### src/rtl/sha1mh_pkg.sv
// ----------------------------------------------------------------------------
// sha1mh_pkg
// Shared types, constants and round functions for the streaming SHA-1 hasher.
// ----------------------------------------------------------------------------
package sha1mh_pkg;

  // Default depth of the queue between front end and hashing core
  localparam int unsigned QueueDepthDef = 4;

  // Number of chaining words and compression rounds
  localparam int unsigned NumChain  = 5;
  localparam int unsigned NumRounds = 80;

  // One classified word handed from the front end to the core
  typedef struct packed {
    logic [7:0]  byte_val;  // data byte, already masked and marked if final with spare bits
    logic        start;     // first word of a message
    logic        last;      // final word of a message
    logic        need_pad;  // final byte was whole: a 0x80 marker byte follows
    logic [31:0] bit_len;   // running message length in bits (valid on last)
    logic        too_long;  // length passed 2^32-1 bits (valid on last)
  } q_entry_t;

  // Core sequencer states
  typedef enum logic [2:0] {
    ST_DATA,   // take message words from the queue
    ST_PAD,    // insert marker, zero and length bytes
    ST_ROUND,  // one compression round per cycle
    ST_ADD,    // fold working words into the chaining words
    ST_OUT     // present the five digest words
  } core_state_e;

  // SHA-1 initial chaining words
  function automatic logic [31:0] iv_word(input logic [2:0] idx);
    logic [31:0] val;
    case (idx)
      3'd0:    val = 32'h67452301;
      3'd1:    val = 32'hefcdab89;
      3'd2:    val = 32'h98badcfe;
      3'd3:    val = 32'h10325476;
      3'd4:    val = 32'hc3d2e1f0;
      default: val = 32'h0;
    endcase
    return val;
  endfunction

  // Round constant
  function automatic logic [31:0] round_k(input logic [6:0] rnd);
    logic [31:0] val;
    if (rnd < 7'd20)      val = 32'h5a827999;
    else if (rnd < 7'd40) val = 32'h6ed9eba1;
    else if (rnd < 7'd60) val = 32'h8f1bbcdc;
    else                  val = 32'hca62c1d6;
    return val;
  endfunction

  // Round boolean function: choose, parity, majority, parity
  function automatic logic [31:0] round_f(input logic [6:0] rnd, input logic [31:0] b,
                                          input logic [31:0] c, input logic [31:0] d);
    logic [31:0] val;
    if (rnd < 7'd20)      val = (b & c) | (~b & d);
    else if (rnd < 7'd40) val = b ^ c ^ d;
    else if (rnd < 7'd60) val = (b & c) | (b & d) | (c & d);
    else                  val = b ^ c ^ d;
    return val;
  endfunction

endpackage

### src/rtl/sha1mh_front.sv
// ----------------------------------------------------------------------------
// sha1mh_front
// Accepts message bytes, masks and marks the final byte, keeps the running bit
// length and overflow flag, and queues classified words for the core.
// ----------------------------------------------------------------------------
module sha1mh_front
  import sha1mh_pkg::*;
#(
  parameter int unsigned QueueDepth = QueueDepthDef
) (
  input  logic       clk_i,
  input  logic       rst_ni,
  // byte channel
  input  logic       in_valid_i,
  output logic       in_stall_o,
  input  logic [7:0] data_byte_i,
  input  logic       message_start_i,
  input  logic       message_end_i,
  input  logic [2:0] spare_bits_i,
  // queue head towards the core
  output logic       head_valid_o,
  output q_entry_t   head_o,
  input  logic       head_pop_i
);

  localparam int unsigned PtrW = (QueueDepth > 1) ? $clog2(QueueDepth) : 1;
  localparam int unsigned CntW = $clog2(QueueDepth + 1);

  logic [31:0]   bit_cnt_q;
  logic          ovf_q;
  q_entry_t      entries_q [QueueDepth];
  logic [PtrW-1:0] wr_ptr_q, rd_ptr_q;
  logic [CntW-1:0] count_q;

  logic          push, pop;
  logic [2:0]    ub;
  logic [3:0]    nbits;
  logic [31:0]   base_cnt;
  logic          base_ovf;
  logic [32:0]   sum;
  q_entry_t      entry;

  assign in_stall_o   = (count_q == CntW'(QueueDepth));
  assign push         = in_valid_i && !in_stall_o;
  assign head_valid_o = (count_q != '0);
  assign pop          = head_pop_i && head_valid_o;
  assign head_o       = entries_q[rd_ptr_q];

  // classify the incoming byte and extend the bit length
  always_comb begin
    ub       = message_end_i ? spare_bits_i : 3'd0;
    nbits    = 4'd8 - {1'b0, ub};
    base_cnt = message_start_i ? 32'd0 : bit_cnt_q;
    base_ovf = message_start_i ? 1'b0 : ovf_q;
    sum      = {1'b0, base_cnt} + {29'd0, nbits};

    entry.byte_val = data_byte_i;
    entry.start    = message_start_i;
    entry.last     = message_end_i;
    entry.need_pad = message_end_i && (ub == 3'd0);
    entry.bit_len  = sum[31:0];
    entry.too_long = base_ovf | sum[32];
    // final byte with unused bits: clear them, marker bit right below the data
    if (message_end_i && (ub != 3'd0)) begin
      entry.byte_val = (data_byte_i & (8'hFF << ub)) | (8'h01 << (ub - 3'd1));
    end
  end

  // length tracking, cleared once the final byte has gone by
  always_ff @(posedge clk_i or negedge rst_ni) begin
    if (!rst_ni) begin
      bit_cnt_q <= '0;
      ovf_q     <= 1'b0;
    end else if (push) begin
      if (message_end_i) begin
        bit_cnt_q <= '0;
        ovf_q     <= 1'b0;
      end else begin
        bit_cnt_q <= sum[31:0];
        ovf_q     <= entry.too_long;
      end
    end
  end

  // queue pointers and fill count
  always_ff @(posedge clk_i or negedge rst_ni) begin
    if (!rst_ni) begin
      wr_ptr_q <= '0;
      rd_ptr_q <= '0;
      count_q  <= '0;
    end else begin
      if (push) begin
        wr_ptr_q <= (wr_ptr_q == PtrW'(QueueDepth - 1)) ? '0 : wr_ptr_q + 1'b1;
      end
      if (pop) begin
        rd_ptr_q <= (rd_ptr_q == PtrW'(QueueDepth - 1)) ? '0 : rd_ptr_q + 1'b1;
      end
      case ({push, pop})
        2'b10:   count_q <= count_q + 1'b1;
        2'b01:   count_q <= count_q - 1'b1;
        default: count_q <= count_q;
      endcase
    end
  end

  // queue storage
  always_ff @(posedge clk_i) begin
    if (push) begin
      entries_q[wr_ptr_q] <= entry;
    end
  end

  a_count_bound: assert property (@(posedge clk_i) disable iff (!rst_ni)
    count_q <= CntW'(QueueDepth))
    else $error("queue fill count beyond depth");

  a_len_cleared: assert property (@(posedge clk_i) disable iff (!rst_ni)
    (push && message_end_i) |=> (bit_cnt_q == '0 && !ovf_q))
    else $error("bit length not cleared after final byte");

endmodule

### src/rtl/sha1mh_core.sv
// ----------------------------------------------------------------------------
// sha1mh_core
// Packs queued bytes big-endian into a 16-word schedule line, adds padding
// and length, runs the 80 SHA-1 rounds one per cycle and emits the digest.
// ----------------------------------------------------------------------------
module sha1mh_core
  import sha1mh_pkg::*;
(
  input  logic        clk_i,
  input  logic        rst_ni,
  // queue head from the front end
  input  logic        head_valid_i,
  input  q_entry_t    head_i,
  output logic        head_pop_o,
  // digest channel
  output logic        out_valid_o,
  input  logic        out_stall_i,
  output logic [31:0] digest_word_o,
  output logic        digest_last_o,
  output logic        too_long_o
);

  core_state_e state_q, state_d;
  logic [5:0]  pos_q, pos_d, pos_eff;
  logic [23:0] acc_q, acc_d;
  logic [31:0] w_q [16];
  logic [31:0] w_d [16];
  logic [31:0] chain_q [NumChain];
  logic [31:0] chain_d [NumChain];
  logic [31:0] a_q, b_q, c_q, d_q, e_q;
  logic [31:0] a_d, b_d, c_d, d_d, e_d;
  logic [6:0]  rnd_q, rnd_d;
  logic        need80_q, need80_d;
  logic        wrap_q, wrap_d;
  logic        pad_mode_q, pad_mode_d;
  logic        final_q, final_d;
  logic [31:0] len_q, len_d;
  logic        ovf_q, ovf_d;
  logic [2:0]  idx_q, idx_d;

  logic        put_en;
  logic [7:0]  put_val;
  logic [31:0] sched_new;
  logic [31:0] round_t;

  // message schedule word and round sum
  assign sched_new = {w_q[13][30:0] ^ w_q[8][30:0] ^ w_q[2][30:0] ^ w_q[0][30:0],
                      w_q[13][31] ^ w_q[8][31] ^ w_q[2][31] ^ w_q[0][31]};
  assign round_t   = {a_q[26:0], a_q[31:27]} + round_f(rnd_q, b_q, c_q, d_q) + e_q
                     + w_q[0] + round_k(rnd_q);

  // digest outputs straight from the chaining registers
  assign out_valid_o   = (state_q == ST_OUT);
  assign digest_word_o = chain_q[idx_q];
  assign digest_last_o = (idx_q == 3'd4);
  assign too_long_o    = ovf_q;

  // sequencer and datapath next values
  always_comb begin
    state_d    = state_q;
    pos_d      = pos_q;
    pos_eff    = pos_q;
    acc_d      = acc_q;
    w_d        = w_q;
    chain_d    = chain_q;
    a_d        = a_q;
    b_d        = b_q;
    c_d        = c_q;
    d_d        = d_q;
    e_d        = e_q;
    rnd_d      = rnd_q;
    need80_d   = need80_q;
    wrap_d     = wrap_q;
    pad_mode_d = pad_mode_q;
    final_d    = final_q;
    len_d      = len_q;
    ovf_d      = ovf_q;
    idx_d      = idx_q;
    head_pop_o = 1'b0;
    put_en     = 1'b0;
    put_val    = 8'h00;

    unique case (state_q)
      ST_DATA: begin
        if (head_valid_i) begin
          head_pop_o = 1'b1;
          put_en     = 1'b1;
          put_val    = head_i.byte_val;
          // new message: drop buffered bytes, reload initial words
          if (head_i.start) begin
            pos_eff = '0;
            for (int i = 0; i < NumChain; i++) chain_d[i] = iv_word(3'(i));
          end
          if (head_i.last) begin
            pad_mode_d = 1'b1;
            need80_d   = head_i.need_pad;
            len_d      = head_i.bit_len;
            ovf_d      = head_i.too_long;
            // marker landed in the length field: zero-fill to a new block
            wrap_d     = !head_i.need_pad && (pos_eff >= 6'd56) && (pos_eff != 6'd63);
            state_d    = ST_PAD;
          end
        end
      end

      ST_PAD: begin
        put_en = 1'b1;
        if (need80_q) begin
          put_val  = 8'h80;
          need80_d = 1'b0;
          wrap_d   = (pos_q >= 6'd56) && (pos_q != 6'd63);
        end else if (!wrap_q && (pos_q[5:2] == 4'd15)) begin
          case (pos_q[1:0])
            2'd0:    put_val = len_q[31:24];
            2'd1:    put_val = len_q[23:16];
            2'd2:    put_val = len_q[15:8];
            default: put_val = len_q[7:0];
          endcase
        end else begin
          put_val = 8'h00;
        end
        if (wrap_q && (pos_q == 6'd63)) wrap_d = 1'b0;
        // last length byte closes the final block
        if (!need80_q && !wrap_q && (pos_q == 6'd63)) final_d = 1'b1;
      end

      ST_ROUND: begin
        a_d   = round_t;
        b_d   = a_q;
        c_d   = {b_q[1:0], b_q[31:2]};
        d_d   = c_q;
        e_d   = d_q;
        for (int i = 0; i < 15; i++) w_d[i] = w_q[i+1];
        w_d[15] = sched_new;
        rnd_d = rnd_q + 1'b1;
        if (rnd_q == 7'(NumRounds - 1)) state_d = ST_ADD;
      end

      ST_ADD: begin
        chain_d[0] = chain_q[0] + a_q;
        chain_d[1] = chain_q[1] + b_q;
        chain_d[2] = chain_q[2] + c_q;
        chain_d[3] = chain_q[3] + d_q;
        chain_d[4] = chain_q[4] + e_q;
        if (final_q) begin
          idx_d   = 3'd0;
          state_d = ST_OUT;
        end else if (pad_mode_q) begin
          state_d = ST_PAD;
        end else begin
          state_d = ST_DATA;
        end
      end

      ST_OUT: begin
        if (!out_stall_i) begin
          idx_d = idx_q + 1'b1;
          // digest gone: restart for the next message
          if (idx_q == 3'd4) begin
            for (int i = 0; i < NumChain; i++) chain_d[i] = iv_word(3'(i));
            pos_d      = '0;
            pad_mode_d = 1'b0;
            final_d    = 1'b0;
            wrap_d     = 1'b0;
            need80_d   = 1'b0;
            idx_d      = 3'd0;
            state_d    = ST_DATA;
          end
        end
      end

      default: state_d = ST_DATA;
    endcase

    // byte packing into the schedule line; a full block starts the rounds
    if (put_en) begin
      acc_d = {acc_q[15:0], put_val};
      if (pos_eff[1:0] == 2'd3) begin
        for (int i = 0; i < 15; i++) w_d[i] = w_q[i+1];
        w_d[15] = {acc_q, put_val};
      end
      pos_d = pos_eff + 1'b1;
      if (pos_eff == 6'd63) begin
        rnd_d   = '0;
        a_d     = chain_q[0];
        b_d     = chain_q[1];
        c_d     = chain_q[2];
        d_d     = chain_q[3];
        e_d     = chain_q[4];
        state_d = ST_ROUND;
      end
    end
  end

  // control registers and chaining words
  always_ff @(posedge clk_i or negedge rst_ni) begin
    if (!rst_ni) begin
      state_q    <= ST_DATA;
      pos_q      <= '0;
      rnd_q      <= '0;
      need80_q   <= 1'b0;
      wrap_q     <= 1'b0;
      pad_mode_q <= 1'b0;
      final_q    <= 1'b0;
      ovf_q      <= 1'b0;
      idx_q      <= '0;
      for (int i = 0; i < NumChain; i++) chain_q[i] <= iv_word(3'(i));
    end else begin
      state_q    <= state_d;
      pos_q      <= pos_d;
      rnd_q      <= rnd_d;
      need80_q   <= need80_d;
      wrap_q     <= wrap_d;
      pad_mode_q <= pad_mode_d;
      final_q    <= final_d;
      ovf_q      <= ovf_d;
      idx_q      <= idx_d;
      chain_q    <= chain_d;
    end
  end

  // payload registers
  always_ff @(posedge clk_i) begin
    acc_q <= acc_d;
    w_q   <= w_d;
    a_q   <= a_d;
    b_q   <= b_d;
    c_q   <= c_d;
    d_q   <= d_d;
    e_q   <= e_d;
    len_q <= len_d;
  end

  a_round_range: assert property (@(posedge clk_i) disable iff (!rst_ni)
    (state_q == ST_ROUND) |-> (rnd_q < 7'(NumRounds)))
    else $error("round counter out of range");

  a_pop_in_data: assert property (@(posedge clk_i) disable iff (!rst_ni)
    head_pop_o |-> (state_q == ST_DATA && head_valid_i))
    else $error("queue popped outside data state");

  a_restart: assert property (@(posedge clk_i) disable iff (!rst_ni)
    (out_valid_o && !out_stall_i && digest_last_o) |=>
      (state_q == ST_DATA && pos_q == '0 && !pad_mode_q && chain_q[0] == iv_word(3'd0)))
    else $error("core not restarted after digest");

endmodule

### src/rtl/sha1_message_hasher_top.sv
// ----------------------------------------------------------------------------
// sha1_message_hasher_top
// Streaming SHA-1 hasher: message bytes in, five 32-bit digest words out.
// ----------------------------------------------------------------------------
// Input channel: one message byte per word, most significant bit first, with
// message_start on the first byte and message_end plus spare_bits on the
// last. A word is taken when in_valid_i is high and in_stall_o is low.
// Output channel: five digest words per message, word 0 first, digest_last_o
// on the fifth, too_long_o on all five when the length passed 2^32-1 bits.
// Flow: the front end queues up to QueueDepth bytes while the core works.
// The core packs one byte per cycle while the queue holds bytes; every 64th
// byte starts 80 rounds at one per cycle and then a fold into the chaining
// words, during which the core takes no new bytes. After the final byte the
// core inserts padding and length bytes at one per cycle, with a possible
// extra block, runs the last compression and then offers the digest words,
// one per cycle while out_stall_i is low.
// Reset loads the initial chaining words and empties the queue; no clearing
// pass is needed. While out_stall_i is high the digest word holds, the core
// waits, and the queue keeps taking bytes until it is full.
// ----------------------------------------------------------------------------
module sha1_message_hasher_top
  import sha1mh_pkg::*;
#(
  parameter int unsigned QueueDepth = QueueDepthDef
) (
  input  logic        clk_i,
  input  logic        rst_ni,
  input  logic        in_valid_i,
  output logic        in_stall_o,
  input  logic [7:0]  data_byte_i,
  input  logic        message_start_i,
  input  logic        message_end_i,
  input  logic [2:0]  spare_bits_i,
  output logic        out_valid_o,
  input  logic        out_stall_i,
  output logic [31:0] digest_word_o,
  output logic        digest_last_o,
  output logic        too_long_o
);

  logic     head_valid;
  logic     head_pop;
  q_entry_t head;

  // byte classification and queue
  sha1mh_front #(
    .QueueDepth (QueueDepth)
  ) u_front (
    .clk_i           (clk_i),
    .rst_ni          (rst_ni),
    .in_valid_i      (in_valid_i),
    .in_stall_o      (in_stall_o),
    .data_byte_i     (data_byte_i),
    .message_start_i (message_start_i),
    .message_end_i   (message_end_i),
    .spare_bits_i    (spare_bits_i),
    .head_valid_o    (head_valid),
    .head_o          (head),
    .head_pop_i      (head_pop)
  );

  // packing, padding, compression and digest output
  sha1mh_core u_core (
    .clk_i         (clk_i),
    .rst_ni        (rst_ni),
    .head_valid_i  (head_valid),
    .head_i        (head),
    .head_pop_o    (head_pop),
    .out_valid_o   (out_valid_o),
    .out_stall_i   (out_stall_i),
    .digest_word_o (digest_word_o),
    .digest_last_o (digest_last_o),
    .too_long_o    (too_long_o)
  );

endmodule

### config.mk
export PLATFORM = sky130hd
export DESIGN_NAME = sha1_message_hasher_top
export DESIGN_NICKNAME = d
export VERILOG_FILES = /design/src/rtl/sha1mh_pkg.sv /design/src/rtl/sha1mh_front.sv /design/src/rtl/sha1mh_core.sv /design/src/rtl/sha1_message_hasher_top.sv
export SDC_FILE = /design/constraint.sdc
export NUM_CORES = 2
export LEC_CHECK = 0
export ABC_AREA = 1
export BUFFER_PORTS_ARGS = -buffer_cell sky130_fd_sc_hd__buf_2
export CORE_MARGIN = 5
export CORE_UTILIZATION = 30
export CTS_BUF_LIST = sky130_fd_sc_hd__clkbuf_8
export CTS_CLUSTER_DIAMETER = 50
export CTS_CLUSTER_SIZE = 12
export DETAILED_ROUTE_END_ITERATION = 10
export MAX_ROUTING_LAYER = met4
export PLACE_DENSITY = 0.47
export SLEW_MARGIN = 20
export SYNTH_ARGS = -nofsm -noshare
export SYNTH_HDL_FRONTEND = slang
export SYNTH_SLANG_ARGS = --single-unit
### constraint.sdc
create_clock -name clk_i -period 11.21 [get_ports clk_i]
set_input_delay 0.5605 -clock clk_i [delete_from_list [all_inputs] [get_ports clk_i]]
set_output_delay 0.5605 -clock clk_i [all_outputs]
set_load 0.03 [all_outputs]
# Yosys cells after proc, flatten, opt, wreduce, memory -nomap -nowiden
# Memory sizes are Yosys's and may differ from the RTL's.
# Index checks and enable logic that the tools add are counted.
dict set report word_totals {
  register_bits 952
  mem_bits_rw 176
  in_bits 17
  out_inout_bits 36
  word_cells 246
  n_memories 1
}
# memory depth width read_ports rd_ports_with_merged_regs write_ports line
set mem_list {}
lappend mem_list {u_front.entries_q 4 44 1 0 1 sha1mh_front.sv:31} ;# q_entry_t entries_q [QueueDepth];
dict set report op_classes {
  add_sub_neg 19
  n_lt_le_gt_ge 6
  eq_ne 28
  n_shift 2
  muxes 92
  n_bitwise 20
  n_reduce_logical 36
}
# op count
set op_table {}
lappend op_table {{512-bit 2-to-1 mux} 3}
lappend op_table {{32-bit 2-to-1 mux} 24}
lappend op_table {{160-bit 2-to-1 mux} 4}
lappend op_table {{160-bit one-hot mux with 3 select lines} 1}
lappend op_table {{32-bit adder} 9}
lappend op_table {{32-bit AND} 4}
lappend op_table {{32-bit binary-select mux with 3-bit select} 1}
lappend op_table {{32-bit OR} 3}
lappend op_table {{31-bit bitwise XOR} 3}
lappend op_table {{32-bit bitwise XOR} 2}
lappend op_table {{6-bit 2-to-1 mux} 9}
lappend op_table {{3-bit 2-to-1 mux} 12}
lappend op_table {{32-bit by 4-bit adder with 33-bit output} 1}
lappend op_table {{8-bit 2-to-1 mux} 4}
lappend op_table {{32-bit inverter} 1}
lappend op_table {{31-bit 2-to-1 mux} 1}
lappend op_table {{8-bit one-hot mux with 3 select lines} 1}
lappend op_table {{7-bit 2-to-1 mux} 3}
lappend op_table {{1-bit 2-to-1 mux} 18}
lappend op_table {{8-bit one-hot mux with 2 select lines} 1}
lappend op_table {{3-bit one-hot mux with 5 select lines} 1}
lappend op_table {{5-bit AND reduction} 3}
lappend op_table {{7-bit by 6-bit less-than comparator with 1-bit output (second input constant)} 2}
lappend op_table {{6-bit == test (second input constant)} 2}
lappend op_table {{40 further kinds} 90}

# Logic depth before layout (Yosys ltp)
dict set report logic_depth {
  word_depth 13
  depth_mapped 29
  depth_no_buf 27
}

# Hierarchy
# From an unflattened synthesis, not the netlist that was laid out.
dict set report unflattened {
  hier_cells 7798
  area_unflattened_um2 60132.7
}
# module instances cells_per_inst area_per_inst_um2 seq_area_each_um2
set by_module_without_submodules {}
lappend by_module_without_submodules {sha1mh_core 1 6857 50289.5 19839.0}
lappend by_module_without_submodules {sha1mh_front 1 941 9843.2 6286.0}

# Worst setup path before layout
# OpenSTA, ideal clock, no wires.
dict set report synth_path {
  path_type {flip-flop to flip-flop}
  start {register u_core.rnd_q[4]}
  end {register u_core.a_q[17]}
  setup_time_ns 0.119
  arrival_time_ns 4.449
  required_ns 11.091
  slack_ns 6.643
  path_stages_with_launch 25
  n_path_buf 2
  synth_period_minus_slack_ns 4.567
  cell_sequence {dfrtp_1 -> buf_2 -> nand2_1 -> inv_1 -> nand2_1 -> nand3_1 -> nand2_1 -> clkbuf_1 -> o221ai_1 -> fa_1 -> inv_1 -> fa_1 -> inv_1 -> fa_1 -> inv_1 -> ha_1 -> nand2_1 -> o21ai_0 -> inv_1 -> o21bai_1 -> nand2_1 -> nand3_1 -> nand2_1 -> o21ai_0 -> nand2_1}
}
dict set report synth_between {
  elab_chain_len 11
  elab_cells_between_ends 16
  classes_between {4 x add/sub; 3 x order compare; 9 x mux}
}
# element line
set synth_rtl {}
lappend synth_rtl {{start: declaration} sha1mh_core.sv:32} ;# logic [6:0] rnd_q, rnd_d;
lappend synth_rtl {{start signal: assignment} sha1mh_core.sv:211} ;# rnd_q <= rnd_d;
lappend synth_rtl {{7-bit by 6-bit less-than comparator with 1-bit output} {sha1mh_pkg.sv:52, sha1mh_pkg.sv:63}}
lappend synth_rtl {{32-bit 2-to-1 mux} sha1mh_pkg.sv:63} ;# else if (rnd < 7'd60) val = (b & c) | (b & d) | (c & d);
lappend synth_rtl {{32-bit 2-to-1 mux} sha1mh_pkg.sv:62} ;# else if (rnd < 7'd40) val = b ^ c ^ d;
lappend synth_rtl {{32-bit 2-to-1 mux} sha1mh_pkg.sv:61} ;# if (rnd < 7'd20) val = (b & c) | (~b & d);
lappend synth_rtl {{32-bit adder (2 in series)} sha1mh_core.sv:49} ;# assign round_t = {a_q[26:0], a_q[31:27]} + round_f(rnd_q, b_q, c_q, d_q) + e_q
lappend synth_rtl {{32-bit adder} sha1mh_core.sv:50} ;# + w_q[0] + round_k(rnd_q);
lappend synth_rtl {{32-bit adder *} sha1mh_core.sv:50}
lappend synth_rtl {{32-bit 2-to-1 mux *} sha1mh_core.sv:83} ;# unique case (state_q)
lappend synth_rtl {{32-bit 2-to-1 mux} sha1mh_core.sv:183} ;# if (pos_eff == 6'd63) begin
lappend synth_rtl {{32-bit 2-to-1 mux *} sha1mh_core.sv:176} ;# if (put_en) begin
lappend synth_rtl {{named net u_core.a_d[17]} sha1mh_core.sv:31} ;# logic [31:0] a_d, b_d, c_d, d_d, e_d;
lappend synth_rtl {{end signal: assignment} sha1mh_core.sv:226} ;# a_q <= a_d;
lappend synth_rtl {{end: declaration} sha1mh_core.sv:30} ;# logic [31:0] a_q, b_q, c_q, d_q, e_q;
# Mark *: on every way through the listed nets, which the timed path passes. The rest lies on a longest branch.
# A chain may end at the register's enable or synchronous reset.

# Worst setup path after layout
# Same ends and word-level chain as after synthesis.

==> impl_metrics.json <==
{
  "synthesis.nets": 8103,
  "via_per_inst": 4.898,
  "core_sq_um": 199200,
  "clock_path_buffers": 3,
  "drv_cap": 0,
  "rsz0062_at_grt": "false",
  "dp_cells": 10180,
  "port_buffers": 52,
  "synthArstFlopShare_pct": 19.86,
  "relSlewSlack_pct": 14.42,
  "io_pins": 53,
  "cts.clk_slew.worst_paths_ns": 0.09,
  "syn2layout_area_growth_pct": 10.18,
  "ys_ff_latch": 1128,
  "nNetsFinal": 8079,
  "first_global_vias": 48760,
  "routedWlPerCell_um": 20.89,
  "synthFlopType": "dfxtp_1",
  "final.period_utilization_pct": 55.34,
  "grt_use_total_pct": 20.94,
  "root_buffer": "clkbuf_8",
  "synth-edff-count": 232,
  "avgSynthCellArea_sq_um": 7.769,
  "synth_area_sq_um": 59970,
  "period_needed_ns": 6.204,
  "skew_ns": 0.06484,
  "die_width_um": 457.1,
  "vias": 51350,
  "cts-buffers-inserted": 160,
  "start_util_pct": 30.10,
  "hold_path.class": "input pin to flip-flop",
  "die_y_um": 457.1,
  "clk_latency_ns": 0.93,
  "place_congestion": 0.9732,
  "yosysWarnings": 0,
  "finalWirelength_um": 219000,
  "max_freq_ghz": 0.1612,
  "grt_antenna_before_repair": 16,
  "ys_types": 57,
  "critical_path.max_fanout": 36,
  "h-tree-depth": 4,
  "worst_setup_path_start_kind": "flip-flop",
  "crit_required_ns": 11.99,
  "antenna_left": 0,
  "die_area_sq_um": 208900,
  "crit_arrival_ns": 6.99,
  "outcome": "finished, final reports clean",
  "layoutNonFillerInstCount": 10480,
  "cts_num_sinks": 1128,
  "endpoint_kind": "flip-flop",
  "crit_type": "flip-flop to flip-flop",
  "syn_inst": 7719,
  "drt-initial-drc-count": 4432,
  "drive_gt1_share_pct": 6.291,
  "globalRouteOverflowTotal": 0,
  "grt_max_degree": 255,
  "final-setup-viol-count": 0,
  "slew_violations": 0,
  "cts_tree": "built",
  "synth_seq_area_share_pct": 43.56,
  "finalHoldViolCount": 0,
  "drt_first_pass_iters": 6,
  "grt_pass1_wl_um": 322100,
  "rows": 164,
  "dp_hpwl_um": 163600,
  "drc": 0,
  "fin_tns_setup_ns": 0,
  "tightest_slew_ns": 1.270
}
[Yosys cell counts (all sizes together) (53+ instances only)]
master	n	area share (%)
clkbuf	160	1.0
fa	126	4.2
a21oi	614	5.1
xor2	60	0.88
o21ai	973	8.1
nand2	1617	10
buf	134	1.4
ha	241	5.0
nand4	53	0.55
o22ai	145	1.5
nor3	76	0.67
edfxtp	232	12
nor2	731	4.6
dfrtp	144	6.0
dfxtp	672	22
nand3	301	2.5
dfstp	80	3.5
inv	1049	6.6
xnor2	97	1.4
[cell type report]
type / instances / area (sq um)
fill: 21320 / 133200
multi-input combinational: 5245 / 28540
sequential: 1128 / 26130
inverter: 1052 / 3955
tap: 2656 / 3323
clock buffer: 176 / 2422
clock inverter: 112 / 944.7
timing repair buffer: 108 / 748.2
antenna: 7 / 17.52
[metrics by stage]
stage | instance area (sq um) | util (%) | hold slack [ns] | setup WS (ns)
2_1_floorplan | 59970 | - | 0.2649 | 6.643
3_3_place_gp | 62630 | 31.43 | 0.4326 | 5.017
4_1_cts | 66050 | 33.15 | 0.009661 | 5.068
3_5_place_dp | 62630 | 31.43 | 0.4372 | 5.161
5_1_grt | 66070 | 33.16 | 0.07308 | 4.672
6_report | 66070 | 33.16 | 0.1393 | 5.006
[cells by family after synthesis]
kind of cell / count (synthesis) / share of synthesized area, %
adders and majority gates: 367 / 9.234
DFF: 1128 / 43.56
buffers and inverters: 1346 / 8.969
xor gates and xnor gates: 157 / 2.293
AOI/OAI and AO/OA: 1876 / 16.59
muxes: 8 / 0.1502
and+or+nand+nor: 2837 / 19.20
[layer usage]
layer | vias to the layer above | share of wire (%) | global-route usage (%)
met3 | 306 | 6.5 | 3.974
met5 | - | 0 | -
li1 | 25180 | - | -
met1 | 24570 | 48 | 29.25
met4 | 0 | 2.5 | 5.160
met2 | 1302 | 43 | 31.26
[path summary, 6_finish.rpt]
path	startpoint	end	slack [ns]	depth (start not counted)
max	u_core.rnd_q[4]	u_core.a_q[17]	5.01	25
min reg2reg	u_core.w_q[99]	u_core.w_q[131]	0.43	2
min in group asynchronous	rst_ni	u_core.chain_q[57]	0.24	2
max reg2reg	u_core.rnd_q[4]	u_core.a_q[17]	5.01	25
min	data_byte_i[0]	u_front.entries_q[1][36]	0.14	3
max in group asynchronous	rst_ni	u_core.idx_q[0]	9.59	3
[flip-flops by register name, summed over array words and instances (netlist names), 24 cells and up]
name,flops
u_core.a_q,32
u_core.chain_q,160
u_front.bit_cnt_q,32
u_core.acc_q,24
u_core.d_q,32
u_front.entries_q,176
u_core.b_q,32
u_core.e_q,32
u_core.len_q,32
u_core.c_q,32
u_core.w_q,512
[worst max-delay path, cell delays in order (launching register included)]
cell and delay [ns]:
dfrtp_1 0.49, nand2_1 0.11, inv_1 0.07, nand2_1 0.06, nand3_1 0.06, buf_4 0.41
nand2_1 0.38, buf_4 0.36, o22ai_1 0.15, a21oi_1 0.08, fa_1 0.55, inv_1 0.05
fa_1 0.49, fa_1 0.41, inv_1 0.07, ha_1 0.19, inv_1 0.08, fa_1 0.45
o21ai_0 0.65, inv_1 0.09, o21bai_1 0.30, nand2_1 0.12, nand3_1 0.09, nand2_1 0.05
o21ai_0 0.17, nand2_1 0.07
[cell usage in the layout (no fill, tap or decap), types with 51 or more instances in the layout]
master    count
a21oi_1     614
buf_2        51
clkbuf_8    176
dfrtp_1     142
dfstp_2      80
dfxtp_1     672
edfxtp_1    232
fa_1        126
ha_1        241
inv_1      1067
nand2_1    1611
nand3_1     299
nand4_1      53
nor2_1      720
nor3_1       73
o21ai_0     899
o21ai_1      74
o22ai_1     145
xnor2_1      97
xor2_1       60
[timing repair]
action,4_1_cts,5_1_grt
buffers inserted,0,0
resized for setup,0,0
hold buffers,5,0
hold endpoints to repair,66,0
Power is not shown: default switching activity piles up to over one toggle a cycle in this logic, so the estimate is an artifact.
